`src/rtl/jlp_pkg.sv`:
```
// Package for the JSON lexical prefilter: transfer payload structs,
// reason codes, the character codes that the screen looks for and the reset nesting limit.
// No dependencies.
`default_nettype none

package jlp_pkg;

	typedef struct packed {
		logic [7:0] text_byte;
		logic       end_of_text;
	} jlp_text_t;

	typedef struct packed {
		logic       accepted;
		logic [3:0] reject_reason;
	} jlp_verdict_t;

	localparam logic [3:0] REASON_NONE         = 4'd0;
	localparam logic [3:0] REASON_TOO_DEEP     = 4'd1;
	localparam logic [3:0] REASON_STRAY_CLOSER = 4'd2;
	localparam logic [3:0] REASON_SIGN_POINT   = 4'd3;
	localparam logic [3:0] REASON_LEAD_ZERO    = 4'd4;
	localparam logic [3:0] REASON_OVERFLOW     = 4'd5;
	localparam logic [3:0] REASON_BAD_NUM_END  = 4'd6;
	localparam logic [3:0] REASON_OPEN_STRING  = 4'd7;
	localparam logic [3:0] REASON_OPEN_BRACKET = 4'd8;

	localparam logic [7:0] CH_QUOTE     = 8'h22;
	localparam logic [7:0] CH_BACKSLASH = 8'h5C;
	localparam logic [7:0] CH_LBRACE    = 8'h7B;
	localparam logic [7:0] CH_RBRACE    = 8'h7D;
	localparam logic [7:0] CH_LBRACKET  = 8'h5B;
	localparam logic [7:0] CH_RBRACKET  = 8'h5D;
	localparam logic [7:0] CH_MINUS     = 8'h2D;
	localparam logic [7:0] CH_PLUS      = 8'h2B;
	localparam logic [7:0] CH_POINT     = 8'h2E;
	localparam logic [7:0] CH_COMMA     = 8'h2C;
	localparam logic [7:0] CH_SPACE     = 8'h20;
	localparam logic [7:0] CH_TAB       = 8'h09;
	localparam logic [7:0] CH_CR        = 8'h0D;
	localparam logic [7:0] CH_LF        = 8'h0A;
	localparam logic [7:0] CH_ZERO      = 8'h30;
	localparam logic [7:0] CH_NINE      = 8'h39;

	localparam logic [3:0] MAX_NESTING_RESET = 4'd2;

endpackage

`default_nettype wire

```
`src/rtl/json_lexical_prefilter_unit.sv`:
```
// JSON lexical prefilter top level: input register, per-byte screen,
// verdict register and the APB register for the nesting limit.
// Depends on jlp_pkg.
//
// Channel   Direction  Handshake                 Payload
// text      in         text_valid / text_ready   jlp_text_t (text_byte, end_of_text)
// verdict   out        verdict_valid / ready     jlp_verdict_t (accepted, reject_reason)
// config    in         APB psel/penable/pwrite   max_nesting at any address
//
// One byte is taken per clock while the input is not stalled; a byte is screened in the
// cycle after its transfer. The end item's verdict passes through the input register
// and then the verdict register around the screen logic.
// A stalled verdict holds the next end item in the input register, which then stalls
// the input; bytes ahead of that end item keep flowing.
// Reset clears the screen state and sets max_nesting to 2.
`default_nettype none

module json_lexical_prefilter_unit #(
	parameter int NUMBER_BITS = 63
) (
	input  wire                   clk,
	input  wire                   arst_n,
	input  wire                   text_valid,
	output logic                  text_ready,
	input  jlp_pkg::jlp_text_t    text_data,
	output logic                  verdict_valid,
	input  wire                   verdict_ready,
	output jlp_pkg::jlp_verdict_t verdict_data,
	input  wire                   psel,
	input  wire                   penable,
	input  wire                   pwrite,
	input  wire  [1:0]            paddr,
	input  wire  [31:0]           pwdata,
	output logic [31:0]           prdata,
	output logic                  pready
);
	import jlp_pkg::*;

	localparam int PROD_BITS = NUMBER_BITS + 4;

	logic                   valid_s1;
	jlp_text_t              text_s1;
	logic                   advance;

	logic [3:0]             max_nesting_q;
	logic                   in_string_q, escape_q, in_number_q, rejected_q;
	logic [3:0]             level_q, reason_q;
	logic [NUMBER_BITS-1:0] number_q;

	logic                   in_string_d, escape_d, in_number_d, rejected_d;
	logic [3:0]             level_d, reason_d;
	logic [NUMBER_BITS-1:0] number_d;
	logic [3:0]             verdict_reason;

	logic [7:0]             b;
	logic                   is_digit, is_num_end, pass;
	logic [3:0]             digit;
	logic [PROD_BITS-1:0]   prod;
	logic                   overflow;
	logic                   paddr_unused;

	assign pready = 1'b1;
	assign prdata = {28'd0, max_nesting_q};
	assign paddr_unused = paddr[0] ^ paddr[1];

	always_ff @(posedge clk or negedge arst_n) begin
		if (!arst_n) begin
			max_nesting_q <= MAX_NESTING_RESET;
		end else if (psel && penable && pwrite && (paddr_unused || !paddr_unused)) begin
			max_nesting_q <= pwdata[3:0];
		end
	end

	assign advance    = valid_s1 && (!text_s1.end_of_text || !verdict_valid || verdict_ready);
	assign text_ready = !valid_s1 || advance;

	always_ff @(posedge clk or negedge arst_n) begin
		if (!arst_n) begin
			valid_s1 <= 1'b0;
		end else if (text_ready) begin
			valid_s1 <= text_valid;
		end
	end

	always_ff @(posedge clk) begin
		if (text_ready && text_valid) begin
			text_s1 <= text_data;
		end
	end

	assign b          = text_s1.text_byte;
	assign digit      = b[3:0];
	assign is_digit   = (b >= CH_ZERO) && (b <= CH_NINE);
	assign is_num_end = b inside {CH_COMMA, CH_RBRACE, CH_RBRACKET, CH_SPACE,
		CH_TAB, CH_CR, CH_LF};
	assign prod = {1'b0, number_q, 3'b000} + {3'b000, number_q, 1'b0}
		+ {{(PROD_BITS-4){1'b0}}, digit};
	assign overflow = |prod[PROD_BITS-1:NUMBER_BITS];

	always_comb begin
		if (rejected_q) begin
			verdict_reason = reason_q;
		end else if (in_string_q) begin
			verdict_reason = REASON_OPEN_STRING;
		end else if (level_q != 4'd0) begin
			verdict_reason = REASON_OPEN_BRACKET;
		end else begin
			verdict_reason = REASON_NONE;
		end
	end

	always_comb begin
		in_string_d = in_string_q;
		escape_d    = escape_q;
		level_d     = level_q;
		in_number_d = in_number_q;
		number_d    = number_q;
		rejected_d  = rejected_q;
		reason_d    = reason_q;
		pass        = 1'b1;
		if (text_s1.end_of_text) begin
			in_string_d = 1'b0;
			escape_d    = 1'b0;
			level_d     = 4'd0;
			in_number_d = 1'b0;
			number_d    = '0;
			rejected_d  = 1'b0;
			reason_d    = REASON_NONE;
		end else if (!rejected_q) begin
			if (in_string_q) begin
				if (escape_q) begin
					escape_d = 1'b0;
				end else if (b == CH_BACKSLASH) begin
					escape_d = 1'b1;
				end else if (b == CH_QUOTE) begin
					in_string_d = 1'b0;
				end
			end else begin
				if (in_number_q) begin
					if (is_digit) begin
						pass = 1'b0;
						if (number_q == '0) begin
							rejected_d = 1'b1;
							reason_d   = REASON_LEAD_ZERO;
						end else if (overflow) begin
							rejected_d = 1'b1;
							reason_d   = REASON_OVERFLOW;
						end else begin
							number_d = prod[NUMBER_BITS-1:0];
						end
					end else begin
						in_number_d = 1'b0;
						number_d    = '0;
						if (!is_num_end) begin
							pass       = 1'b0;
							rejected_d = 1'b1;
							reason_d   = REASON_BAD_NUM_END;
						end
					end
				end
				if (pass) begin
					if (b == CH_QUOTE) begin
						in_string_d = 1'b1;
					end else if (b == CH_LBRACE || b == CH_LBRACKET) begin
						if ({1'b0, level_q} + 5'd1 > {1'b0, max_nesting_q}) begin
							rejected_d = 1'b1;
							reason_d   = REASON_TOO_DEEP;
						end else begin
							level_d = level_q + 4'd1;
						end
					end else if (b == CH_RBRACE || b == CH_RBRACKET) begin
						if (level_q == 4'd0) begin
							rejected_d = 1'b1;
							reason_d   = REASON_STRAY_CLOSER;
						end else begin
							level_d = level_q - 4'd1;
						end
					end else if (b inside {CH_MINUS, CH_PLUS, CH_POINT}) begin
						rejected_d = 1'b1;
						reason_d   = REASON_SIGN_POINT;
					end else if (is_digit) begin
						in_number_d = 1'b1;
						number_d    = {{(NUMBER_BITS-4){1'b0}}, digit};
					end
				end
			end
		end
	end

	always_ff @(posedge clk or negedge arst_n) begin
		if (!arst_n) begin
			in_string_q <= 1'b0;
			escape_q    <= 1'b0;
			level_q     <= 4'd0;
			in_number_q <= 1'b0;
			number_q    <= '0;
			rejected_q  <= 1'b0;
			reason_q    <= REASON_NONE;
		end else if (advance) begin
			in_string_q <= in_string_d;
			escape_q    <= escape_d;
			level_q     <= level_d;
			in_number_q <= in_number_d;
			number_q    <= number_d;
			rejected_q  <= rejected_d;
			reason_q    <= reason_d;
		end
	end

	always_ff @(posedge clk or negedge arst_n) begin
		if (!arst_n) begin
			verdict_valid <= 1'b0;
		end else if (advance && text_s1.end_of_text) begin
			verdict_valid <= 1'b1;
		end else if (verdict_ready) begin
			verdict_valid <= 1'b0;
		end
	end

	always_ff @(posedge clk) begin
		if (advance && text_s1.end_of_text) begin
			verdict_data.accepted      <= (verdict_reason == REASON_NONE);
			verdict_data.reject_reason <= verdict_reason;
		end
	end

endmodule

`default_nettype wire

```
`config.mk`:
```
export PLATFORM = sky130hd
export DESIGN_NAME = json_lexical_prefilter_unit
export DESIGN_NICKNAME = d
export VERILOG_FILES = /design/src/rtl/jlp_pkg.sv /design/src/rtl/json_lexical_prefilter_unit.sv
export SDC_FILE = /design/constraint.sdc
export NUM_CORES = 1
export LEC_CHECK = 0
export BUFFER_PORTS_ARGS = -buffer_cell sky130_fd_sc_hd__buf_4
export CAP_MARGIN = 10
export CORE_ASPECT_RATIO = 0.7
export CORE_MARGIN = 1.5
export CORE_UTILIZATION = 25
export CTS_CLUSTER_DIAMETER = 120
export DETAILED_ROUTE_END_ITERATION = 8
export PLACE_DENSITY = 0.48
export RECOVER_POWER = 25
export SLEW_MARGIN = 20
export SYNTH_ARGS = -nofsm -noshare
export SYNTH_HDL_FRONTEND = slang
export SYNTH_SLANG_ARGS = --single-unit
```
`constraint.sdc`:
```
create_clock -name clk -period 4 [get_ports clk]
set_input_delay 0.6 -clock clk [delete_from_list [all_inputs] [get_ports clk]]
set_output_delay 0.6 -clock clk [all_outputs]
set_load 0.1 [all_outputs]
```
==> metrics.txt, run 1 <==
RR Endpoint number_q[1]$_DFFE_PN0P_; P_leak roughly 5.3 nW; CTS tree yes; Max stage delay on crit path 0.44 ns; H-tree depth 3; HP Start text_data[2]; Wirelength per Cell 16.07 um; Clock Path Buffers 2; Max Freq around 260 MHz; Async S/R FF share, synth between 80% and 90%; reg2reg path depth 13; M3 GR Usage 2.917%; Die Ht ~160 um; I/O pin total 90; Row Count 58; Post-Synthesis Cells ~1000; Syn Area/Cell 8.879 um2; first-pass GRT wire length about 42000 um; failing checks capacitance limit, slew limit; status finished, violations left; total CTS buffers 9; power density cells between 200 and 250 nW/um2; Post-Route Setup TNS 0 ns; DRC Markers 0; Placer Congestion ~0.86; Via Count around 8000; Post-DP HPWL just over 20000 um; Synth cell types 76; share of the synthesized area in the top cell type between 20% and 30%; fin cells 1589; Max VDD drop approximately 190 uV; Core ar. ~36000 um2; max-slew violations roughly 70; initial DRC count 480; Layout Utilization 29.66%; shortest period the worst path allows approximately 4 ns; hold depth 1; met2 GRT Util about 18%; grt peak-use layer met1; Fill cells 3912; vias in the first global route roughly 7700; CTS Sinks 95; total congestion overflow 0; CP Class reg -> reg; final hold vios 0; Tot Pwr 2.498 mW; reg-to-reg setup timing slack 0.11 ns; clk slew on worst S/H paths 0.07 ns; cts hold-fix bufs 0; total track usage roughly 14%; drt pass-1 iters 6; hold path endpoint b[1]$_DFFE_PP_; worst relative slew slack -29.42%; top post-synthesis cells by area dfrtp_1, ha_1, a22o_1; Total Die Area roughly 38000 um2; Inst Count DP between 1500 and 2000; Setup crit end kind flip-flop; worst slew pin tran roughly 1.9 ns; clock latency on the worst-skew pair about 0.38 ns; type of origin of the critical path flip-flop; worst path arrival time ~4.2 ns; r2r startpoint number_q[9]$_DFFE_PN0P_; port buffer count 30; post-synth top area cell dfrtp_1; post-synthesis sequential area ratio 26.54%; Total Nets Final 1290; Synth Register Bits 95; routed wire length roughly 26000 um; initial antenna violation count 0; maxcap violations 1; layout cells sized above 1 between 15 and 20%; CP Cell Sequence ha_1 > ha_1 > nand4_1 > nor3_1 > a211oi_4 > o21a_1 > o31a_1 > o21a_1 > a31oi_4 > nor3_4 > buf_4 > a222oi_1 > o21ai_1; RSZ-0062 raised after global routing yes; Setup violations, final 0; EDFF count, synth 14; YS warnings 0; Clock Skew between 0.01 and 0.015 ns; Crit Path Max Fanout 6; initial core utilization 25.53%; GR Util met1 22.14%; Ant. Diodes 0; vias per inst approximately 5; Main synth FF type dfrtp_1; worst hold slack between 0.4 and 0.5 ns; worst path required time 4.25 ns; pin count of the biggest net entering global routing about 70; width of the die approximately 230 um; ANT nets after route 0; area growth from synthesis to final layout 16.21%; CP max-delay cell dfrtp_1; Tightest Hold Check Type in -> reg; CTS root buf clkbuf_16; mapped cell area between 9000 and 10000 um2; Tcrit/Tclk final 97.37%
==> worst max path at each step <==
stage,startpoint,end,slack [ns],cells past startpoint
finish,number_q[9]$_DFFE_PN0P_,number_q[1]$_DFFE_PN0P_,0.11,13
global route,b[2]$_DFFE_PP_,number_q[2]$_DFFE_PN0P_,-0.02,17
CTS,b[3]$_DFFE_PP_,number_q[3]$_DFFE_PN0P_,0.03,14
detailed placement,b[3]$_DFFE_PP_,number_q[1]$_DFFE_PN0P_,-0.06,15
global placement,b[3]$_DFFE_PP_,number_q[2]$_DFFE_PN0P_,-0.03,15
floorplan,b[3]$_DFFE_PP_,number_q[1]$_DFFE_PN0P_,0.16,15
==> state kept, by name, summed over array words and instances (netlist names) <==
| signal | flops |
|---|---|
| b | 8 |
| escape_q | 1 |
| in_number_q | 1 |
| in_string_q | 1 |
| level_q | 4 |
| max_nesting_q | 4 |
| number_q | 63 |
| reason_q | 4 |
| rejected_q | 1 |
| text_s1 | 1 |
| valid_s1 | 1 |
| verdict_data | 5 |
| verdict_valid | 1 |
==> where the power goes <==
part	internal [mW]	switching, mW	total, mW
Clock	0.435	0.447	0.883
Sequential	1.02	0.0449	1.07
Combinational	0.138	0.409	0.547
Total	1.60	0.901	2.50
==> timing repair <==
action,4_1_cts,5_1_grt
endpoints found under the setup margin,39,66
pin swaps,2,19
buffers inserted,0,3
gates resized for setup,4,40
==> metrics by stage <==
step / setup WS (ns) / instance area [um2]
after floorplan: 0.1578 / 9326
after global placement: -0.03241 / 10230
after detailed placement: -0.06038 / 10230
after CTS: 0.03119 / 10540
after global routing: -0.01813 / 10720
final: 0.1053 / 10720
==> kinds of logic after synthesis <==
kind of cell / Yosys count / share of synthesized area (%)
adders and majority gates: 136 / 18.69
buffers and inverters: 112 / 6.442
and+or+nand+nor: 299 / 16.94
DFF: 95 / 26.54
muxes: 4 / 0.4882
other: 2 / 0.08141
xor gates and xnor gates: 63 / 5.981
AOI/OAI and AO/OA: 328 / 24.83
==> Yosys cell counts, types with 22 or more instances <==
cell type,n
nand2_1,76
xnor2_1,37
buf_4,29
buf_2,28
o21ai_0,54
nor2_1,58
nor4_1,22
dfrtp_1,80
a21oi_1,88
inv_1,35
a21o_1,34
nor3_1,23
nand3_1,24
ha_1,133
xor2_1,26
nand4_1,30
a22o_1,56
==> area by class of cell <==
class	instances	area [um2]	share of cell area, %
clock buffers	9	225.2	2.101
clock inverters	7	61.31	0.5719
inverters	35	131.4	1.225
multi-input cells	859	6454	60.20
flip-flops and latches	95	2450	22.85
well taps	480	600.6	5.602
repair buffers	104	798.3	7.446
==> layout by cell type, fill, tap and decap left out, types with 33 or more instances in the layout <==
cell     count
dfrtp_1     79
nor2_1      57
a22o_1      56
ha_1       123
o21ai_0     49
xnor2_1     37
inv_1       33
a21o_1      34
nand2_1     76
a21oi_1     82
buf_4       91
==> per-layer routing <==
layer,wire length [um],up-vias
li1,-,3977
met5,0,-
met3,1171,27
met1,14380,3839
met4,323,0
met2,9663,152
==> worst max-delay path, delay by kind of cell, from the launching register on <==
family                     cells  cell delay, ns
AOI/OAI and AO/OA              7            1.75
adders and majority gates      2            0.72
and+or+nand+nor                3            0.67
DFF                            1            0.44
buffers and inverters          1            0.18
Power figures use the tool's default switching activity.
==> inputs of run 2 (changes only) <==
--- a/config.mk
+++ b/config.mk
@@ -12,8 +12,7 @@
 export CORE_UTILIZATION = 25
 export CTS_CLUSTER_DIAMETER = 120
 export DETAILED_ROUTE_END_ITERATION = 8
-export PLACE_DENSITY = 0.48
-export RECOVER_POWER = 25
+export PLACE_DENSITY = 0.46
 export SLEW_MARGIN = 20
 export SYNTH_ARGS = -nofsm -noshare
 export SYNTH_HDL_FRONTEND = slang
==> constraint.sdc (replaced) <==
create_clock -name clk -period 4.9 [get_ports clk]
set_input_delay 0.735 -clock clk [delete_from_list [all_inputs] [get_ports clk]]
set_output_delay 0.735 -clock clk [all_outputs]
set_load 0.1 [all_outputs]
==> run 2 against run 1 <==
The flow now finishes without violations. Cell area shrank 5.6%. Sequential cell count did not move. Sequential share of layout area grew 1.4 points. Clock skew increased by 0.0035 ns. Wire length is essentially flat. First-iteration DRC count increased by 14%. Register-to-register slack improved by 0.25 ns. Hold slack worse by 0.096 ns. Global-route usage barely moved. Critical path type unchanged. Largest cell class unchanged. Highest routed layer unchanged.
==> metrics.txt, run 2 (synthesis results as in run 1) <==
width of the die 232.6 um (unchanged); Internal Pwr Total 1.314 mW (was 1.596 mW); r2r startpoint b[3]$_DFFE_PP_ (was number_q[9]$_DFFE_PN0P_); initial core utilization 25.53% (unchanged); max reg flops 63 (unchanged); Die Ht 163.7 um (unchanged); CTS root buf clkbuf_16 (unchanged); vias per inst 5.026 (was 5.031); port buffer count 30 (unchanged); worst slew pin tran 0.9719 ns (was 1.941 ns); Via Count 7685 (was 7995); Row Count 58 (unchanged); maxcap violations 0 (was 1); clock power share 36.5% (was 35.3%); shortest period the worst path allows 4.548 ns (was 3.895 ns); Clock Path Buffers 2 (unchanged); clock latency on the worst-skew pair 0.38 ns (about the same); sequential share of power 42.3% (was 42.8%); Post-DP HPWL 20180 um (was 20220 um); switching portion of total power 36.22% (was 36.09%); Ant. Diodes 0 (unchanged); Wirelength per Cell 16.69 um (was 16.07 um); Core ar. 36140 um2 (unchanged); area growth from synthesis to final layout 9.657% (was 16.21%); Reg with most FFs number_q (unchanged); worst path required time 5.21 ns (was 4.25 ns); fin area 10120 um2 (was 10720 um2); DRC Markers 0 (unchanged); P_leak 4.980 nW (was 5.289 nW); CTS tree yes (unchanged); RR Endpoint number_q[59]$_DFFE_PN0P_ (was number_q[1]$_DFFE_PN0P_); Total Die Area 38080 um2 (unchanged); Post-Route Setup TNS 0 ns (unchanged); H-tree depth 3 (unchanged); setup bufs post-CTS 0 (unchanged); Clock Skew 0.01366 ns (was 0.01016 ns); RSZ-0062 raised after global routing no (was yes); pin count of the biggest net entering global routing 45 (was 69); Max Freq 219.9 MHz (was 256.8 MHz); layout cells sized above 1 8.580% (was 16.41%); routed wire length 25520 um (was 25540 um); Max VDD drop 161.3 uV (was 186.2 uV); I/O pin total 90 (unchanged); Total Nets Final 1230 (was 1290); reg-to-reg setup timing slack 0.35 ns (was 0.11 ns); ANT nets after route 0 (unchanged); CTS Sinks 95 (unchanged); commonest non-fill, non-tap cells in the layout ha_1, a21oi_1, dfrtp_1, nand2_1, nor2_1 (was ha_1, buf_4, a21oi_1, dfrtp_1, nand2_1); Setup violations, final 0 (unchanged); Tightest Hold Check Type in -> async (was in -> reg); total CTS buffers 9 (unchanged); worst path arrival time 4.86 ns (was 4.15 ns); drt pass-1 iters 5 (was 6); final hold vios 0 (unchanged); first-pass GRT wire length 41500 um (was 41660 um); initial antenna violation count 0 (unchanged); Comb pwr share 21.2% (was 21.9%); power density cells 203.6 nW/um2 (was 233.0 nW/um2); total congestion overflow 0 (unchanged); worst relative slew slack 34.61% (was -29.42%); post-CTS sizing 0 (was 4); most common cell after layout, fill and taps aside ha_1 (unchanged); Tcrit/Tclk final 92.81% (was 97.37%); top flop regs number_q: 63 flops, b: 8 flops, verdict_data: 5 flops (unchanged); reg2reg path depth 14 (was 13); total track usage 13.84% (was 13.83%); Crit Path Max Fanout 15 (was 6); Setup crit end kind flip-flop (unchanged); clk slew on worst S/H paths 0.07 ns (about the same); status completed (was finished, violations left); initial DRC count 545 (was 480); max-slew violations 0 (was 69); Fill cells 3928 (was 3912); Placer Congestion 0.8539 (was 0.8620); cts hold-fix bufs 0 (unchanged); CP Class reg -> reg (unchanged); vias in the first global route 7291 (was 7656); Post-DP Area 9819 um2 (was 10230 um2); type of origin of the critical path flip-flop (unchanged); Psw 0.7461 mW (was 0.9014 mW)
run 2: cell type report:
cell class / instances / area, um2 / share of cell area [%]
clock inverters: 6 / 57.56 / 0.5690
clock buffers: 10 / 239.0 / 2.362
repair buffers: 44 / 355.3 / 3.513
multi-input cells: 859 / 6284 / 62.11
flip-flops and latches: 95 / 2449 / 24.21
well taps: 480 / 600.6 / 5.937
inverters: 35 / 131.4 / 1.299
run 2: how the worst max path moves through the flow:
stage / start / end / slack [ns] / cells after the start
finish: b[3]$_DFFE_PP_ / number_q[59]$_DFFE_PN0P_ / 0.35 / 14
global route: b[3]$_DFFE_PP_ / number_q[59]$_DFFE_PN0P_ / 0.04 / 14
CTS: b[3]$_DFFE_PP_ / number_q[59]$_DFFE_PN0P_ / 0.35 / 14
detailed placement: b[3]$_DFFE_PP_ / number_q[10]$_DFFE_PN0P_ / 0.39 / 15
global placement: b[3]$_DFFE_PP_ / number_q[48]$_DFFE_PN0P_ / 0.43 / 14
floorplan: b[3]$_DFFE_PP_ / number_q[1]$_DFFE_PN0P_ / 1.06 / 15
run 2: metrics by stage:
stage          util [%]  total power [mW]  hold slack [ns]  worst slack, ns  std cells
2_1_floorplan         -             1.235           0.4394            1.058       1066
3_3_place_gp      27.17             1.324           0.4861           0.4271       1513
3_5_place_dp      27.17             1.326           0.4882           0.3904       1513
4_1_cts           27.99             2.097           0.3400           0.3488       1529
5_1_grt           27.99             2.162           0.3670          0.03618       1529
6_report          27.99             2.060           0.3195           0.3525       1529
run 2: critical path, stage by stage, from the launching register on:
cell	delay (ns)
edfxtp_1	0.35
inv_1	0.14
fa_1	0.61
fa_1	0.21
nand2b_1	0.15
a21oi_1	0.11
o21ai_2	0.32
a211oi_1	0.17
a211oi_2	0.51
o21ai_1	0.27
a31oi_2	0.35
a31oi_4	0.20
nor3_4	0.58
buf_4	0.33
a22o_1	0.17
run 2: power groups by stage:
stage	clock network (mW)	registers (mW)	logic, mW
2_1_floorplan	0	0.960	0.275
3_3_place_gp	0	0.888	0.436
3_5_place_dp	0	0.888	0.438
4_1_cts	0.785	0.872	0.440
5_1_grt	0.813	0.878	0.471
6_report	0.752	0.872	0.436
run 2: routing by layer:
| metal | global-route usage, % | part of all wire [%] | wire length (um) |
|---|---|---|---|
| met1 | 22.83 | 57 | 14560 |
| met2 | 17.37 | 37 | 9377 |
| met3 | 2.743 | 5.1 | 1302 |
| met4 | 3.402 | 1.1 | 274 |
| met5 | 0 | 0 | 0 |
==> inputs of run 3 (changes only) <==
--- a/config.mk
+++ b/config.mk
@@ -5,6 +5,7 @@
 export SDC_FILE = /design/constraint.sdc
 export NUM_CORES = 1
 export LEC_CHECK = 0
+export ABC_AREA = 1
 export BUFFER_PORTS_ARGS = -buffer_cell sky130_fd_sc_hd__buf_4
 export CAP_MARGIN = 10
 export CORE_ASPECT_RATIO = 0.7
@@ -12,8 +13,9 @@
 export CORE_UTILIZATION = 25
 export CTS_CLUSTER_DIAMETER = 120
 export DETAILED_ROUTE_END_ITERATION = 8
-export PLACE_DENSITY = 0.46
+export PLACE_DENSITY = 0.47
 export SLEW_MARGIN = 20
 export SYNTH_ARGS = -nofsm -noshare
 export SYNTH_HDL_FRONTEND = slang
 export SYNTH_SLANG_ARGS = --single-unit
+export TNS_END_PERCENT = 1
==> constraint.sdc (replaced) <==
create_clock -name clk -period 4.1 [get_ports clk]
set_input_delay 0.615 -clock clk [delete_from_list [all_inputs] [get_ports clk]]
set_output_delay 0.615 -clock clk [all_outputs]
set_load 0.1 [all_outputs]
==> run 3 against run 2 <==
Synthesized cell count is 93% higher. Wire length is 60% higher. Core utilization is 0.30 points lower. Maximum frequency is 23% higher. Combinational power is 98% higher. Die area is 30% higher. Sequential share of layout area is 5.7 points lower. Critical endpoint is now number_q[8]$_DFFE_PN0P_.
==> metrics.txt, run 3 <==
Max Freq 269.9 MHz (was 219.9 MHz); max reg flops 63 (unchanged); drt pass-1 iters 5 (unchanged); initial core utilization 25.29% (was 25.53%); clock latency on the worst-skew pair 0.39 ns (was 0.38 ns); Clock Skew 0.01248 ns (was 0.01366 ns); first-pass GRT wire length 65160 um (was 41500 um); Total Die Area 49680 um2 (was 38080 um2); Ant. Diodes 0 (unchanged); Post-DP Area 12910 um2 (was 9819 um2); P_leak 7.492 nW (was 4.980 nW); Comb pwr share 30.3% (was 21.2%); Core ar. 47780 um2 (was 36140 um2); most common cell after layout, fill and taps aside nand2_1 (was ha_1); mapped cell area 12080 um2 (was 9225 um2); initial antenna violation count 0 (unchanged); GR Util met1 27.23% (was 22.83%); RSZ-0062 raised after global routing no (unchanged); top flop regs number_q: 63 flops, b: 8 flops, verdict_data: 5 flops (unchanged); type of origin of the critical path flip-flop (unchanged); Via Count 12099 (was 7685); area share of fa/ha/maj cells after synthesis 14.27% (was 18.69%); DRC Markers 0 (unchanged); YS warnings 0 (unchanged); post-place setup slack 0.3106 ns (was 0.3904 ns); CTS tree yes (unchanged); maxcap violations 0 (unchanged); vias per inst 4.576 (was 5.026); commonest non-fill, non-tap cells in the layout nand2_1, inv_1, nor2_1, ha_1, a21oi_1 (was ha_1, a21oi_1, dfrtp_1, nand2_1, nor2_1); final worst slack 0.3946 ns (was 0.3525 ns); routed wire length 40910 um (was 25520 um); Syn Area/Cell 6.035 um2 (was 8.879 um2); total congestion overflow 0 (unchanged); cts hold-fix bufs 0 (unchanged); fin cells 2644 (was 1529); area growth from synthesis to final layout 9.516% (was 9.657%); ANT nets after route 0 (unchanged); width of the die 265.8 um (was 232.6 um); shortest period the worst path allows 3.705 ns (was 4.548 ns); Crit Path Max Fanout 34 (was 15); Clock Path Buffers 2 (unchanged); pin count of the biggest net entering global routing 66 (was 45); Post-DP HPWL 32500 um (was 20180 um); layout cells sized above 1 5.487% (was 8.580%); final hold vios 0 (unchanged); Die Ht 186.9 um (was 163.7 um); worst path arrival time 3.98 ns (was 4.86 ns); switching portion of total power 42.25% (was 36.22%); Inst Count DP 2628 (was 1513); Synth Register Bits 95 (unchanged); setup bufs post-CTS 0 (unchanged); grt peak-use layer met1 (unchanged); Main synth FF type dfrtp_1 (unchanged); Fill cells 5428 (was 3928); Max VDD drop 185.6 uV (was 161.3 uV); vias in the first global route 11468 (was 7291); H-tree depth 3 (unchanged); port buffer count 30 (unchanged); Post-Route Setup TNS 0 ns (unchanged); total CTS buffers 9 (unchanged); Async S/R FF share, synth 85.26% (unchanged); I/O pin total 90 (unchanged); share of the synthesized area in the top cell type 23.02% (was 21.70%); Wirelength per Cell 15.47 um (was 16.69 um); Setup crit end kind flip-flop (unchanged); CP Class reg -> reg (unchanged); Post-Synth Simple-Gate Area 36.99% (was 16.94%); post-CTS sizing 0 (unchanged); CTS root buf clkbuf_16 (unchanged); Post-Synthesis Cells 2002 (was 1039); Tot Pwr 2.848 mW (was 2.060 mW); Setup violations, final 0 (unchanged); power density cells 215.2 nW/um2 (was 203.6 nW/um2); total track usage 16.71% (was 13.84%); Post-Synth XOR/XNOR Area 3.769% (was 5.981%); worst path required time 4.38 ns (was 5.21 ns); clock power share 33.3% (was 36.5%); worst slew pin tran 0.7294 ns (was 0.9719 ns); M3 GR Usage 2.988% (was 2.743%); top-count cell post-synth nand2_1 (was ha_1); fin area 13230 um2 (was 10120 um2); post-synthesis compound-gate area fraction 11.26% (was 24.83%); post-synth top area cell nand2_1 (was dfrtp_1); CTS Sinks 95 (unchanged); top post-synthesis cells by area nand2_1, dfrtp_1, ha_1 (was dfrtp_1, ha_1, a22o_1); Psw 1.203 mW (was 0.7461 mW); worst relative slew slack 50.92% (was 34.61%); Placer Congestion 0.9278 (was 0.8539); Reg with most FFs number_q (unchanged); Total Nets Final 2204 (was 1230); Row Count 67 (was 58); initial DRC count 844 (was 545); status completed (unchanged); Internal Pwr Total 1.645 mW (was 1.314 mW); Tcrit/Tclk final 90.37% (was 92.81%); Tightest Hold Check Type in -> async (unchanged); met2 GRT Util 22.65% (was 17.37%); combinational family with the most area after synthesis simple AND/OR/NAND/NOR gates (was compound AO/OA/AOI/OAI gates); Commonest cells post-synth nand2_1, inv_1, nor2_1 (was ha_1, a21oi_1, dfrtp_1); post-synthesis sequential area ratio 20.27% (was 26.54%); EDFF count, synth 14 (unchanged); max-slew violations 0 (unchanged); sequential share of power 36.4% (was 42.3%); post-synthesis mux area share 0.09320% (was 0.4883%); Synth cell types 48 (was 76); clk slew on worst S/H paths 0.09 ns (was 0.07 ns)
[run 3: changes by cell type after synthesis, moves of 14 or more]
cell      change
a21o_1       -32
a21oi_1      +40
a22o_1       -55
buf_2        -19
inv_1       +256
nand2_1     +665
nand2b_1     -14
nand3_1      +84
nand4_1      -15
nor2_1       +99
o21ai_0      +14
xnor2_1      -20
[run 3: cells by family after synthesis]
group	Yosys count
muxes	1
adders and majority gates	136
xor gates and xnor gates	52
and+or+nand+nor	1093
DFF	95
other	2
buffers and inverters	376
AOI/OAI and AO/OA	247
[run 3: worst max-delay path, cell delays in order (launching register included)]
cell	delay, ns
edfxtp_1	0.42
inv_1	0.13
fa_1	0.62
fa_1	0.23
inv_1	0.06
nand3_1	0.06
nand3_1	0.11
nand2_1	0.08
nand2_1	0.11
nand2_1	0.09
nand2_1	0.15
nand2_1	0.10
nand2_1	0.14
buf_4	0.21
a21oi_1	0.13
nand3_1	0.13
nor2_4	0.15
buf_12	0.22
nand3_1	0.15
nand3_1	0.13
nand2_1	0.05
nand2_1	0.05
nand2_1	0.05
[run 3: area by class of cell]
type / instances / area (um2) / share of cell area [%]
repair buffers: 50 / 407.9 / 3.082
clock buffers: 9 / 225.2 / 1.702
clock inverters: 7 / 86.33 / 0.6524
flip-flops and latches: 95 / 2449 / 18.50
multi-input cells: 1558 / 8147 / 61.56
inverters: 304 / 1141 / 8.623
well taps: 621 / 777.0 / 5.872
[run 3: final timing paths]
path | from | to | slack (ns) | depth (start not counted)
worst max-delay path | b[3]$_DFFE_PP_ | number_q[8]$_DFFE_PN0P_ | 0.39 | 22
worst min-delay path | arst_n | number_q[12]$_DFFE_PN0P_ | 0.25 | 1
worst max register to register | b[3]$_DFFE_PP_ | number_q[8]$_DFFE_PN0P_ | 0.39 | 22
worst min register to register | reason_q[3]$_DFFE_PN0P_ | reason_q[3]$_DFFE_PN0P_ | 0.50 | 2
max in group asynchronous | arst_n | max_nesting_q[1]$_DFFE_PN1P_ | 3.04 | 2
min in group clk | text_data[1] | b[0]$_DFFE_PP_ | 0.40 | 1
[run 3: layer usage]
layer	up-vias	share of wire (%)
met2	236	37
li1	6306	-
met1	5539	57
met3	18	5.2
met5	-	0
met4	0	0.57
[run 3: per-stage QoR]
| step | hold slack [ns] | util [%] |
|---|---|---|
| after floorplan | 0.3194 | - |
| after global placement | 0.4829 | 27.03 |
| after detailed placement | 0.4903 | 27.03 |
| after CTS | 0.3751 | 27.68 |
| after global routing | 0.3026 | 27.69 |
| final | 0.2476 | 27.69 |
[run 3: power groups by stage]
stage	logic, mW	registers [mW]	clock network (mW)
global placement	0.853	1.05	0
global route	0.942	1.04	1.02
CTS	0.863	1.04	0.998
detailed placement	0.861	1.05	0
floorplan	0.589	1.14	0
finish	0.862	1.04	0.950
